File: config.mk
export PLATFORM = sky130hd
export DESIGN_NAME = clock_byte_capacity_cache_policy
export DESIGN_NICKNAME = d
export VERILOG_FILES = /design/src/rtl/cbccp_pkg.sv /design/src/rtl/cbccp_dp.sv /design/src/rtl/cbccp_ctrl.sv /design/src/rtl/clock_byte_capacity_cache_policy.sv
export SDC_FILE = /design/constraint.sdc
export NUM_CORES = 2
export LEC_CHECK = 0
export BUFFER_PORTS_ARGS = -buffer_cell sky130_fd_sc_hd__buf_4
export CELL_PAD_IN_SITES_DETAIL_PLACEMENT = 1
export CELL_PAD_IN_SITES_GLOBAL_PLACEMENT = 1
export CORE_MARGIN = 1
export CORE_UTILIZATION = 52
export DETAILED_ROUTE_END_ITERATION = 12
export PLACE_DENSITY_LB_ADDON = 0.2
export RECOVER_POWER = 50
export SLEW_MARGIN = 30
export SYNTH_ARGS = -nofsm -noshare
export SYNTH_HDL_FRONTEND = slang
export SYNTH_HIERARCHICAL = 1
export SYNTH_SLANG_ARGS = --single-unit
export TNS_END_PERCENT = 1
File: constraint.sdc
create_clock -name clock -period 10.6 [get_ports clock]
set_clock_uncertainty 0.1 [all_clocks]
set_input_delay 1.59 -clock clock [delete_from_list [all_inputs] [get_ports clock]]
set_output_delay 1.59 -clock clock [all_outputs]
set_load 0.02 [all_outputs]
File: src/rtl/cbccp_pkg.sv
// Shared types and constants for the byte-capacity CLOCK cache policy block.
// Used by the controller, the datapath and the top level; depends on nothing.
package cbccp_pkg;

   localparam int CBCCP_ENTRIES = 32;
   localparam logic [39:0] CAPACITY_RESET = 40'd67108864;

   localparam logic [1:0] OP_INSERT = 2'd0;
   localparam logic [1:0] OP_ACCESS = 2'd1;
   localparam logic [1:0] OP_REMOVE = 2'd2;
   localparam logic [1:0] OP_FORCE  = 2'd3;

   localparam logic [2:0] ST_OK       = 3'd0;
   localparam logic [2:0] ST_PRESENT  = 3'd1;
   localparam logic [2:0] ST_NOTFOUND = 3'd2;
   localparam logic [2:0] ST_ZERO     = 3'd3;
   localparam logic [2:0] ST_FULL     = 3'd4;

   localparam logic KIND_EVICT = 1'b0;
   localparam logic KIND_FINAL = 1'b1;

   localparam int UOP_W = 4;
   localparam logic [UOP_W-1:0] UOP_NONE      = 4'd0;
   localparam logic [UOP_W-1:0] UOP_ACCEPT    = 4'd1;
   localparam logic [UOP_W-1:0] UOP_READ_SCAN = 4'd2;
   localparam logic [UOP_W-1:0] UOP_COMPARE   = 4'd3;
   localparam logic [UOP_W-1:0] UOP_INSERT    = 4'd4;
   localparam logic [UOP_W-1:0] UOP_PARK      = 4'd5;
   localparam logic [UOP_W-1:0] UOP_READ_HAND = 4'd6;
   localparam logic [UOP_W-1:0] UOP_SPIN      = 4'd7;
   localparam logic [UOP_W-1:0] UOP_EVICT     = 4'd8;
   localparam logic [UOP_W-1:0] UOP_REMOVE    = 4'd9;
   localparam logic [UOP_W-1:0] UOP_SET_REF   = 4'd10;
   localparam logic [UOP_W-1:0] UOP_FV_STEP   = 4'd11;
   localparam logic [UOP_W-1:0] UOP_EMIT_REP  = 4'd12;
   localparam logic [UOP_W-1:0] UOP_EMIT_FIN  = 4'd13;

   typedef struct packed {
      logic [UOP_W-1:0] uop;
      logic [2:0]       code;
   } cbccp_cmd_type;

   typedef struct packed {
      logic [1:0] op;
      logic       amt_zero;
      logic       found;
      logic       match;
      logic       scan_last;
      logic       full;
      logic       over;
      logic       fv_go;
      logic       sc_take;
      logic       out_free;
   } cbccp_stat_type;

endpackage

File: src/rtl/cbccp_dp.sv
// Datapath of the cache policy block: slot memories, links, hand, counters
// and the result register. Depends on cbccp_pkg and is driven by cbccp_ctrl.
module cbccp_dp import cbccp_pkg::*; #(
   parameter int ENTRIES = CBCCP_ENTRIES
) (
   input  logic                  clock,
   input  logic                  reset,
   input  logic                  csr_write_enable,
   input  logic [39:0]           csr_write_data,
   input  logic [1:0]            req_opcode,
   input  logic [31:0]           req_key,
   input  logic [31:0]           req_amount,
   input  cbccp_cmd_type         cmd,
   output cbccp_stat_type        stat,
   input  logic                  rsp_ready,
   output logic                  rsp_valid,
   output logic                  rsp_kind,
   output logic [2:0]            rsp_status,
   output logic [31:0]           rsp_entry_key,
   output logic [36:0]           rsp_bytes,
   output logic [36:0]           rsp_used_total,
   output logic                  rsp_last
);

   localparam int IDX_W  = (ENTRIES > 1) ? $clog2(ENTRIES) : 1;
   localparam int CNT_W  = $clog2(ENTRIES + 1);
   localparam int SPIN_W = CNT_W + 1;
   localparam int BUD_W  = $clog2(3 * ENTRIES + 5);

   logic [31:0]      key_mem   [ENTRIES];
   logic [31:0]      size_mem  [ENTRIES];
   logic [IDX_W-1:0] newer_mem [ENTRIES];
   logic [IDX_W-1:0] older_mem [ENTRIES];

   logic [31:0]      key_rd_ff, size_rd_ff;
   logic [IDX_W-1:0] newer_rd_ff, older_rd_ff;
   logic             rd_en;
   logic [IDX_W-1:0] rd_addr;

   logic             key_we, size_we, newer_we, older_we;
   logic [IDX_W-1:0] key_wa, size_wa, newer_wa, older_wa;
   logic [31:0]      key_wd, size_wd;
   logic [IDX_W-1:0] newer_wd, older_wd;

   logic [39:0]        capacity_ff;
   logic [ENTRIES-1:0] valid_ff, valid_in, ref_ff, ref_in;
   logic [IDX_W-1:0]   newest_ff, newest_in, oldest_ff, oldest_in, hand_ff, hand_in;
   logic               parked_ff, parked_in;
   logic [CNT_W-1:0]   live_ff, live_in;
   logic [36:0]        used_ff, used_in;
   logic [1:0]         op_ff, op_in;
   logic [31:0]        key_ff, key_in, amt_ff, amt_in;
   logic [IDX_W-1:0]   scan_ff, scan_in, slot_ff, slot_in, free_ff, free_in;
   logic               found_ff, found_in, free_seen_ff, free_seen_in;
   logic [SPIN_W-1:0]  spins_ff, spins_in;
   logic [BUD_W-1:0]   swept_ff, swept_in, budget_ff, budget_in;
   logic [36:0]        freed_ff, freed_in;
   logic [31:0]        ev_key_ff, ev_key_in, ev_size_ff, ev_size_in;

   logic        rsp_valid_ff, rsp_valid_in, rsp_kind_ff, rsp_kind_in;
   logic        rsp_last_ff, rsp_last_in;
   logic [2:0]  rsp_status_ff, rsp_status_in;
   logic [31:0] rsp_key_ff, rsp_key_in;
   logic [36:0] rsp_bytes_ff, rsp_bytes_in, rsp_used_ff, rsp_used_in;

   logic [IDX_W-1:0] cur;
   logic             do_adv;
   logic [36:0]      fin_bytes;

   assign rd_en   = (cmd.uop == UOP_READ_SCAN) || (cmd.uop == UOP_READ_HAND);
   assign rd_addr = (cmd.uop == UOP_READ_SCAN) ? scan_ff : hand_ff;
   assign cur     = (cmd.uop == UOP_REMOVE) ? slot_ff : hand_ff;
   assign do_adv  = (cmd.uop == UOP_EVICT) || (!parked_ff && hand_ff == slot_ff);

   always_ff @(posedge clock) begin
      if (key_we) key_mem[key_wa] <= key_wd;
      if (size_we) size_mem[size_wa] <= size_wd;
      if (newer_we) newer_mem[newer_wa] <= newer_wd;
      if (older_we) older_mem[older_wa] <= older_wd;
      if (rd_en) begin
         key_rd_ff   <= key_mem[rd_addr];
         size_rd_ff  <= size_mem[rd_addr];
         newer_rd_ff <= newer_mem[rd_addr];
         older_rd_ff <= older_mem[rd_addr];
      end
   end

   assign stat.op        = op_ff;
   assign stat.amt_zero  = (amt_ff == 32'd0);
   assign stat.found     = found_ff;
   assign stat.match     = valid_ff[scan_ff] && (key_rd_ff == key_ff);
   assign stat.scan_last = (scan_ff == IDX_W'(ENTRIES - 1));
   assign stat.full      = (live_ff >= CNT_W'(ENTRIES));
   assign stat.over      = ({3'b000, used_ff} > capacity_ff) && (live_ff > CNT_W'(1));
   assign stat.fv_go     = (freed_ff < {5'b00000, amt_ff}) && (live_ff != '0)
                           && (swept_ff < budget_ff);
   assign stat.sc_take   = ref_ff[hand_ff] && (spins_ff < {live_ff, 1'b0});
   assign stat.out_free  = !rsp_valid_ff || rsp_ready;

   always_comb begin
      priority if (cmd.code != ST_OK) fin_bytes = '0;
      else if (op_ff == OP_INSERT) fin_bytes = {5'b00000, amt_ff};
      else if (op_ff == OP_ACCESS) fin_bytes = {5'b00000, size_rd_ff};
      else if (op_ff == OP_REMOVE) fin_bytes = {5'b00000, ev_size_ff};
      else fin_bytes = freed_ff;
   end

   always_comb begin
      valid_in = valid_ff;     ref_in = ref_ff;
      newest_in = newest_ff;   oldest_in = oldest_ff;
      hand_in = hand_ff;       parked_in = parked_ff;
      live_in = live_ff;       used_in = used_ff;
      op_in = op_ff;           key_in = key_ff;         amt_in = amt_ff;
      scan_in = scan_ff;       slot_in = slot_ff;       free_in = free_ff;
      found_in = found_ff;     free_seen_in = free_seen_ff;
      spins_in = spins_ff;     swept_in = swept_ff;     budget_in = budget_ff;
      freed_in = freed_ff;     ev_key_in = ev_key_ff;   ev_size_in = ev_size_ff;
      key_we = 1'b0;   key_wa = free_ff;   key_wd = key_ff;
      size_we = 1'b0;  size_wa = free_ff;  size_wd = amt_ff;
      newer_we = 1'b0; newer_wa = older_rd_ff; newer_wd = newer_rd_ff;
      older_we = 1'b0; older_wa = newer_rd_ff; older_wd = older_rd_ff;
      rsp_valid_in = rsp_ready ? 1'b0 : rsp_valid_ff;
      rsp_kind_in = rsp_kind_ff;     rsp_status_in = rsp_status_ff;
      rsp_key_in = rsp_key_ff;       rsp_bytes_in = rsp_bytes_ff;
      rsp_used_in = rsp_used_ff;     rsp_last_in = rsp_last_ff;
      unique case (cmd.uop)
         UOP_ACCEPT: begin
            op_in = req_opcode;
            key_in = req_key;
            amt_in = req_amount;
            scan_in = '0;
            found_in = 1'b0;
            free_seen_in = 1'b0;
            spins_in = '0;
            swept_in = '0;
            freed_in = '0;
            budget_in = BUD_W'(3) * BUD_W'(live_ff) + BUD_W'(4);
         end
         UOP_COMPARE: begin
            if (stat.match) begin
               found_in = 1'b1;
               slot_in = scan_ff;
            end
            if (!valid_ff[scan_ff] && !free_seen_ff) begin
               free_in = scan_ff;
               free_seen_in = 1'b1;
            end
            scan_in = scan_ff + IDX_W'(1);
         end
         UOP_INSERT: begin
            key_we = 1'b1;
            size_we = 1'b1;
            valid_in[free_ff] = 1'b1;
            ref_in[free_ff] = 1'b0;
            if (live_ff == '0) begin
               oldest_in = free_ff;
            end else begin
               newer_we = 1'b1;
               newer_wa = newest_ff;
               newer_wd = free_ff;
               older_we = 1'b1;
               older_wa = free_ff;
               older_wd = newest_ff;
            end
            newest_in = free_ff;
            live_in = live_ff + CNT_W'(1);
            used_in = used_ff + {5'b00000, amt_ff};
         end
         UOP_PARK: begin
            if (parked_ff) begin
               hand_in = oldest_ff;
               parked_in = 1'b0;
            end
         end
         UOP_SPIN: begin
            spins_in = spins_ff + SPIN_W'(1);
            ref_in[hand_ff] = 1'b0;
            if (hand_ff == newest_ff) parked_in = 1'b1;
            else hand_in = newer_rd_ff;
         end
         UOP_EVICT, UOP_REMOVE: begin
            if (do_adv) begin
               if (cur == newest_ff) parked_in = 1'b1;
               else hand_in = newer_rd_ff;
            end
            if (live_ff > CNT_W'(1)) begin
               if (cur != newest_ff) older_we = 1'b1;
               if (cur != oldest_ff) newer_we = 1'b1;
               if (cur == newest_ff) newest_in = older_rd_ff;
               if (cur == oldest_ff) oldest_in = newer_rd_ff;
            end
            valid_in[cur] = 1'b0;
            ref_in[cur] = 1'b0;
            live_in = live_ff - CNT_W'(1);
            used_in = used_ff - {5'b00000, size_rd_ff};
            ev_key_in = key_rd_ff;
            ev_size_in = size_rd_ff;
            freed_in = freed_ff + {5'b00000, size_rd_ff};
         end
         UOP_SET_REF: ref_in[slot_ff] = 1'b1;
         UOP_FV_STEP: begin
            if ((freed_ff < {5'b00000, amt_ff}) && (live_ff != '0)) begin
               swept_in = swept_ff + BUD_W'(1);
            end
         end
         UOP_EMIT_REP: begin
            rsp_valid_in = 1'b1;
            rsp_kind_in = KIND_EVICT;
            rsp_status_in = ST_OK;
            rsp_key_in = ev_key_ff;
            rsp_bytes_in = {5'b00000, ev_size_ff};
            rsp_used_in = used_ff;
            rsp_last_in = 1'b0;
         end
         UOP_EMIT_FIN: begin
            rsp_valid_in = 1'b1;
            rsp_kind_in = KIND_FINAL;
            rsp_status_in = cmd.code;
            rsp_key_in = key_ff;
            rsp_bytes_in = fin_bytes;
            rsp_used_in = used_ff;
            rsp_last_in = 1'b1;
         end
         default: begin
         end
      endcase
   end

   always_ff @(posedge clock) begin
      if (reset) begin
         capacity_ff <= CAPACITY_RESET;
         valid_ff <= '0;
         ref_ff <= '0;
         newest_ff <= '0;
         oldest_ff <= '0;
         hand_ff <= '0;
         parked_ff <= 1'b1;
         live_ff <= '0;
         used_ff <= '0;
         rsp_valid_ff <= 1'b0;
      end else begin
         if (csr_write_enable) capacity_ff <= csr_write_data;
         valid_ff <= valid_in;
         ref_ff <= ref_in;
         newest_ff <= newest_in;
         oldest_ff <= oldest_in;
         hand_ff <= hand_in;
         parked_ff <= parked_in;
         live_ff <= live_in;
         used_ff <= used_in;
         rsp_valid_ff <= rsp_valid_in;
      end
   end

   always_ff @(posedge clock) begin
      op_ff <= op_in;
      key_ff <= key_in;
      amt_ff <= amt_in;
      scan_ff <= scan_in;
      slot_ff <= slot_in;
      free_ff <= free_in;
      found_ff <= found_in;
      free_seen_ff <= free_seen_in;
      spins_ff <= spins_in;
      swept_ff <= swept_in;
      budget_ff <= budget_in;
      freed_ff <= freed_in;
      ev_key_ff <= ev_key_in;
      ev_size_ff <= ev_size_in;
      rsp_kind_ff <= rsp_kind_in;
      rsp_status_ff <= rsp_status_in;
      rsp_key_ff <= rsp_key_in;
      rsp_bytes_ff <= rsp_bytes_in;
      rsp_used_ff <= rsp_used_in;
      rsp_last_ff <= rsp_last_in;
   end

   assign rsp_valid      = rsp_valid_ff;
   assign rsp_kind       = rsp_kind_ff;
   assign rsp_status     = rsp_status_ff;
   assign rsp_entry_key  = rsp_key_ff;
   assign rsp_bytes      = rsp_bytes_ff;
   assign rsp_used_total = rsp_used_ff;
   assign rsp_last       = rsp_last_ff;

endmodule

File: src/rtl/cbccp_ctrl.sv
// Controller of the cache policy block: sequences the key scan, insert,
// eviction loops and result emission. Depends on cbccp_pkg; drives cbccp_dp.
module cbccp_ctrl import cbccp_pkg::*; (
   input  logic           clock,
   input  logic           reset,
   input  logic           req_valid,
   output logic           req_ready,
   input  cbccp_stat_type stat,
   output cbccp_cmd_type  cmd
);

   localparam logic [3:0] S_IDLE     = 4'd0;
   localparam logic [3:0] S_SCAN_RD  = 4'd1;
   localparam logic [3:0] S_SCAN_CMP = 4'd2;
   localparam logic [3:0] S_DECIDE   = 4'd3;
   localparam logic [3:0] S_INSERT   = 4'd4;
   localparam logic [3:0] S_EV_CHECK = 4'd5;
   localparam logic [3:0] S_EV_PARK  = 4'd6;
   localparam logic [3:0] S_EV_RD    = 4'd7;
   localparam logic [3:0] S_EV_DEC   = 4'd8;
   localparam logic [3:0] S_ACCESS   = 4'd9;
   localparam logic [3:0] S_REMOVE   = 4'd10;
   localparam logic [3:0] S_EMIT_REP = 4'd11;
   localparam logic [3:0] S_EMIT_FIN = 4'd12;
   localparam logic [3:0] S_FV_CHECK = 4'd13;

   logic [3:0] state_ff, state_in;
   logic [2:0] code_ff, code_in;

   assign req_ready = (state_ff == S_IDLE);

   always_comb begin
      state_in = state_ff;
      code_in = code_ff;
      cmd.uop = UOP_NONE;
      cmd.code = code_ff;
      unique case (state_ff)
         S_IDLE: begin
            if (req_valid) begin
               cmd.uop = UOP_ACCEPT;
               code_in = ST_OK;
               state_in = S_SCAN_RD;
            end
         end
         S_SCAN_RD: begin
            if (stat.op == OP_FORCE) begin
               state_in = S_FV_CHECK;
            end else begin
               cmd.uop = UOP_READ_SCAN;
               state_in = S_SCAN_CMP;
            end
         end
         S_SCAN_CMP: begin
            cmd.uop = UOP_COMPARE;
            state_in = (stat.match || stat.scan_last) ? S_DECIDE : S_SCAN_RD;
         end
         S_DECIDE: begin
            state_in = S_EMIT_FIN;
            priority if (stat.op == OP_INSERT) begin
               priority if (stat.amt_zero) code_in = ST_ZERO;
               else if (stat.found) code_in = ST_PRESENT;
               else if (stat.full) code_in = ST_FULL;
               else state_in = S_INSERT;
            end else if (!stat.found) begin
               code_in = ST_NOTFOUND;
            end else if (stat.op == OP_ACCESS) begin
               state_in = S_ACCESS;
            end else begin
               state_in = S_REMOVE;
            end
         end
         S_INSERT: begin
            cmd.uop = UOP_INSERT;
            state_in = S_EV_CHECK;
         end
         S_EV_CHECK: begin
            state_in = stat.over ? S_EV_PARK : S_EMIT_FIN;
         end
         S_FV_CHECK: begin
            cmd.uop = UOP_FV_STEP;
            state_in = stat.fv_go ? S_EV_PARK : S_EMIT_FIN;
         end
         S_EV_PARK: begin
            cmd.uop = UOP_PARK;
            state_in = S_EV_RD;
         end
         S_EV_RD: begin
            cmd.uop = UOP_READ_HAND;
            state_in = S_EV_DEC;
         end
         S_EV_DEC: begin
            if (stat.op == OP_INSERT && stat.sc_take) begin
               cmd.uop = UOP_SPIN;
               state_in = S_EV_CHECK;
            end else begin
               cmd.uop = UOP_EVICT;
               state_in = S_EMIT_REP;
            end
         end
         S_EMIT_REP: begin
            if (stat.out_free) begin
               cmd.uop = UOP_EMIT_REP;
               state_in = (stat.op == OP_FORCE) ? S_FV_CHECK : S_EV_CHECK;
            end
         end
         S_ACCESS: begin
            cmd.uop = UOP_SET_REF;
            state_in = S_EMIT_FIN;
         end
         S_REMOVE: begin
            cmd.uop = UOP_REMOVE;
            state_in = S_EMIT_FIN;
         end
         S_EMIT_FIN: begin
            if (stat.out_free) begin
               cmd.uop = UOP_EMIT_FIN;
               state_in = S_IDLE;
            end
         end
         default: state_in = S_IDLE;
      endcase
   end

   always_ff @(posedge clock) begin
      if (reset) begin
         state_ff <= S_IDLE;
         code_ff <= ST_OK;
      end else begin
         state_ff <= state_in;
         code_ff <= code_in;
      end
   end

endmodule

File: src/rtl/clock_byte_capacity_cache_policy.sv
// Top level of the byte-capacity CLOCK cache policy block.
// Instantiates cbccp_ctrl and cbccp_dp; depends on cbccp_pkg.
//
// Requests arrive on the req_ channel as one word each: opcode, key and
// amount. Every request yields zero or more eviction reports followed by one
// final word with rsp_last set, all on the rsp_ channel. The capacity register
// is written through csr_write_enable and csr_write_data; the user must write it
// only while the block is idle, as the block itself does not enforce this.
// Insert, access and remove scan the slot table through the key memory, a read
// and a compare per slot, and stop early on a hit. Each eviction step of the hand
// runs through check, park, hand read, decide and report states, and a second chance
// through check, park, hand read and decide; the report waits while the receiver stalls.
// Force evict skips the scan. One request is in flight at a time.
// The result register lets the final word wait while the next request is
// taken. When the receiver stalls, the sequencer holds before the next report.
// Reset empties the table, parks the hand and loads the default capacity.
module clock_byte_capacity_cache_policy import cbccp_pkg::*; #(
   parameter int ENTRIES = CBCCP_ENTRIES
) (
   input  logic        clock,
   input  logic        reset,
   input  logic        csr_write_enable,
   input  logic [39:0] csr_write_data,
   input  logic        req_valid,
   output logic        req_ready,
   input  logic [1:0]  req_opcode,
   input  logic [31:0] req_key,
   input  logic [31:0] req_amount,
   output logic        rsp_valid,
   input  logic        rsp_ready,
   output logic        rsp_kind,
   output logic [2:0]  rsp_status,
   output logic [31:0] rsp_entry_key,
   output logic [36:0] rsp_bytes,
   output logic [36:0] rsp_used_total,
   output logic        rsp_last
);

   cbccp_cmd_type  cmd;
   cbccp_stat_type stat;

   cbccp_ctrl u_ctrl (
      .clock     (clock),
      .reset     (reset),
      .req_valid (req_valid),
      .req_ready (req_ready),
      .stat      (stat),
      .cmd       (cmd)
   );

   cbccp_dp #(.ENTRIES(ENTRIES)) u_dp (
      .clock            (clock),
      .reset            (reset),
      .csr_write_enable (csr_write_enable),
      .csr_write_data   (csr_write_data),
      .req_opcode       (req_opcode),
      .req_key          (req_key),
      .req_amount       (req_amount),
      .cmd              (cmd),
      .stat             (stat),
      .rsp_ready        (rsp_ready),
      .rsp_valid        (rsp_valid),
      .rsp_kind         (rsp_kind),
      .rsp_status       (rsp_status),
      .rsp_entry_key    (rsp_entry_key),
      .rsp_bytes        (rsp_bytes),
      .rsp_used_total   (rsp_used_total),
      .rsp_last         (rsp_last)
   );

   a_last_is_final: assert property (@(posedge clock) disable iff (reset)
      rsp_valid |-> (rsp_last == rsp_kind))
      else $error("Final flag and word kind disagree.");

   a_report_ok: assert property (@(posedge clock) disable iff (reset)
      (rsp_valid && rsp_kind == KIND_EVICT) |-> (rsp_status == ST_OK && rsp_bytes[36:32] == 5'd0))
      else $error("Eviction report carries a bad status or size.");

   a_one_in_flight: assert property (@(posedge clock) disable iff (reset)
      (req_valid && req_ready) |=> !req_ready)
      else $error("A second request was taken while one is in flight.");

endmodule

==> flow_summary.yaml <==
outcome:
  status: "complete, but fails checks"
  violations: "capacitance limit, slew limit"
detailed_routing:
  drt_pre_antenna_iters: 6
  drc_errors: 0
  wire_per_inst_um: 31.21
  postRouteAntennaNets: 0
  drt_wl_total_um: 404100
  via_per_inst: 6.472
  via_count: 83790
  drt-initial-drc-count: 9622
timing:
  finalHoldViolations: 0
  fin_tns_setup_ns: 0
  rsz0062_at_grt: "false"
  setup_viol: 0
  worst_pin_slew_ns: 3.810
  relSlewSlack_pct: -154.0
  fin_crit_sh_pct: 81.22
  post-route-min-period_ns: 8.609
  fmax_mhz: 116.2
  drv_slew: 2081
grt:
  grt.overflow.total: 0
  grt_max_degree: 164
  track_usage_pct: 33.59
  grt_pass1_wl_um: 582900
  grt_pass1_vias: 86780
  antenna_found_initial: 21
power:
  ir_drop_v: 0.0004230
  powerDensity_nw_per_um2: 349.1
  leakagePower_nw: 49.22
clock_network:
  cts_max_level: 5
  root_buffer: "clkbuf_16"
  numCtsBuffers: 319
  post_cts_buffers: 0
  path_clk_slew_ns: 0.06
  worstSkewPairLatency_ns: 0.97
  cts_tree: "done"
  cts_resized: 0
  ctsHoldBuffers: 0
  clkSinkCount: 2928
  clock_path_buffers: 4
finish:
  syn2layout_area_growth_pct: 12.03
  final_core_util_pct: 58.55
  final_common_cell: "edfxtp_1"
  drive_above_1_share_pct: 8.317
  fin_nets: 9839
  layout_common_cells: "2757 x edfxtp_1, 1940 x nand2_1, 615 x nand3_1, 506 x a21oi_1, 411 x mux2i_1"
placement:
  io_buffers: 223
  dp_hpwl_um: 226800
  gp_congestion: 0.8816
setup_path:
  cp-end-kind: "register"
  cp_num_buf_inv: 1
  r2r_setup_slack_ns: 1.99
  crit_chain: "nor3b_1 -> a22o_1 -> a221oi_1 -> a221oi_1 -> nor3b_1 -> a22oi_1 -> o22ai_1 -> and3b_1 -> nand2_1 -> nor4_1 -> clkbuf_1 -> a22o_1"
  critPathKind: "reg -> reg"
  cp_slowest_cell: "clkbuf_1"
  worst_ep_arrival_time_ns: 9.24
  critPathLaunchType: "register"
  critical_path_peak_fanout: 34
  path_delay_family: "simple AND/OR/NAND/NOR gates"
  slowest_delay_ns: 1.61
  critical_path_required_ns: 11.23
logic_synthesis:
  avgSynthCellArea_um2: 13.12
  synth-xor-area-share_pct: 1.077
  synth_edf_count: 2757
  synth.distinct_cells: 88
  muxShareOfSynthArea_pct: 4.444
  synthesis.nets: 9640
  synthCells: 9357
  synthAdderAreaFrac_pct: 1.771
  synth-simple-area-share_pct: 12.31
  seq_area_frac_synth_pct: 70.20
  yosys_most_used_dff: "edfxtp_1"
  synth_seq_cells: 2928
  synth_top_family_by_area: "simple AND/OR/NAND/NOR gates"
  synth_area_um2: 122800
  synth-compound-area-share_pct: 7.797
  synth_warnings: 6
  synthArstFlopShare_pct: 0
die:
  die-area_um2: 238100
  die_y_um: 488.0
  io_pins: 224
  start_util_pct: 52.27
  row_count: 178
  die_x_um: 488.0
  core-area_um2: 235000
worst_hold_path:
  min_path_type: "reg -> reg"
job:
  drv_cap: 55
metrics by stage:
stage | instance area (µm²) | hold slack [ns] | setup slack, ns | total power [mW] | instances
floorplan | 122800 | 0.3308 | 1.681 | 29.46 | 9357
finish | 137600 | 0.3604 | 1.991 | 48.03 | 12950
detailed placement | 128600 | 0.3525 | 2.236 | 37.11 | 12380
global placement | 128400 | 0.3485 | 2.559 | 36.21 | 12370
CTS | 138300 | 0.3593 | 2.190 | 47.87 | 12930
global route | 137600 | 0.3729 | 1.329 | 49.90 | 12940
where the power goes:
group          switching (mW)  total (mW)  internal (mW)
Combinational            14.9        21.1           6.20
Clock                    4.55        10.6           6.09
Sequential              0.889        16.3           15.4
final cells by class:
| cell class | instances | area, µm² |
|---|---|---|
| antenna | 9 | 22.52 |
| multi-input combinational | 5724 | 34010 |
| clock inverter | 157 | 1241 |
| timing repair buffer | 453 | 3178 |
| clock buffer | 395 | 8467 |
| inverter | 130 | 495.5 |
| sequential | 2928 | 86210 |
| fill | 22730 | 97390 |
| tap | 3150 | 3941 |
cells in the mapped netlist, types with 27 or more instances:
cell,count,share of area [%]
buf_2,149,0.61
a22o_1,36,0.26
o21ai_0,177,0.72
nand3_1,615,2.5
mux4_2,50,0.92
a31oi_1,163,0.83
a211oi_1,27,0.17
mux2i_1,415,3.4
xnor2_1,116,0.83
ha_1,169,1.7
a21oi_1,506,2.1
a311oi_1,96,0.68
nor3_1,73,0.30
nand2_1,1945,5.9
buf_1,83,0.25
nand4_1,37,0.19
and3_1,204,1.0
inv_1,130,0.40
o221ai_1,177,1.3
a21o_1,108,0.66
o22ai_1,51,0.26
nor2b_1,31,0.16
xor2_1,35,0.25
dfxtp_1,171,2.8
nor4_1,84,0.43
nor2_1,350,1.1
edfxtp_1,2757,67
clkbuf_1,317,0.97
per-layer routing:
layer  routed length [µm]  global-route usage [%]  vias to the layer above  share of wire, %
met5                   17                       0                        -            0.0042
met2               195400                   55.82                     4225                48
li1                     -                       -                    35470                 -
met1               155900                   43.38                    43170                39
met4                20250                   15.73                        4               5.0
met3                32430                   5.083                      923               8.0
state kept, by name (all words and copies together) (netlist names), 7 cells and up:
name / count
u_dp/size_rd_ff: 32
u_dp/valid_ff: 32
u_dp/rsp_used_total: 37
u_dp/newer_mem: 160
u_dp/amt_ff: 32
u_dp/key_mem: 1024
u_dp/older_mem: 160
u_dp/swept_ff: 7
u_dp/ref_ff: 32
u_dp/used_ff: 37
u_dp/size_mem: 1024
u_dp/ev_size_ff: 32
u_dp/capacity_ff: 40
u_dp/key_rd_ff: 32
u_dp/key_ff: 32
u_dp/spins_ff: 7
u_dp/ev_key_ff: 32
u_dp/budget_ff: 7
u_dp/rsp_bytes: 37
u_dp/rsp_entry_key: 32
u_dp/freed_ff: 37
cells by family (layout without fill, tap and decap cells):
logic type	count (synthesis)	after routing
buffers and inverters	705	1135
adders and majority gates	172	172
and+or+nand+nor	3452	3452
DFF	2928	2928
other	0	9
muxes	479	479
AOI/OAI and AO/OA	1470	1470
xor gates and xnor gates	151	151
path summary, 6_finish.rpt:
kind / start / endpoint / cells after the start
max: u_dp/hand_ff[4] / u_dp/rsp_bytes[1] / 12
min reg2reg: u_dp/key_rd_ff[20] / u_dp/ev_key_ff[20] / 0
max reg2reg: u_dp/hand_ff[4] / u_dp/rsp_bytes[1] / 12
min: u_dp/key_rd_ff[20] / u_dp/ev_key_ff[20] / 0
Power figures use the tool's default switching activity.
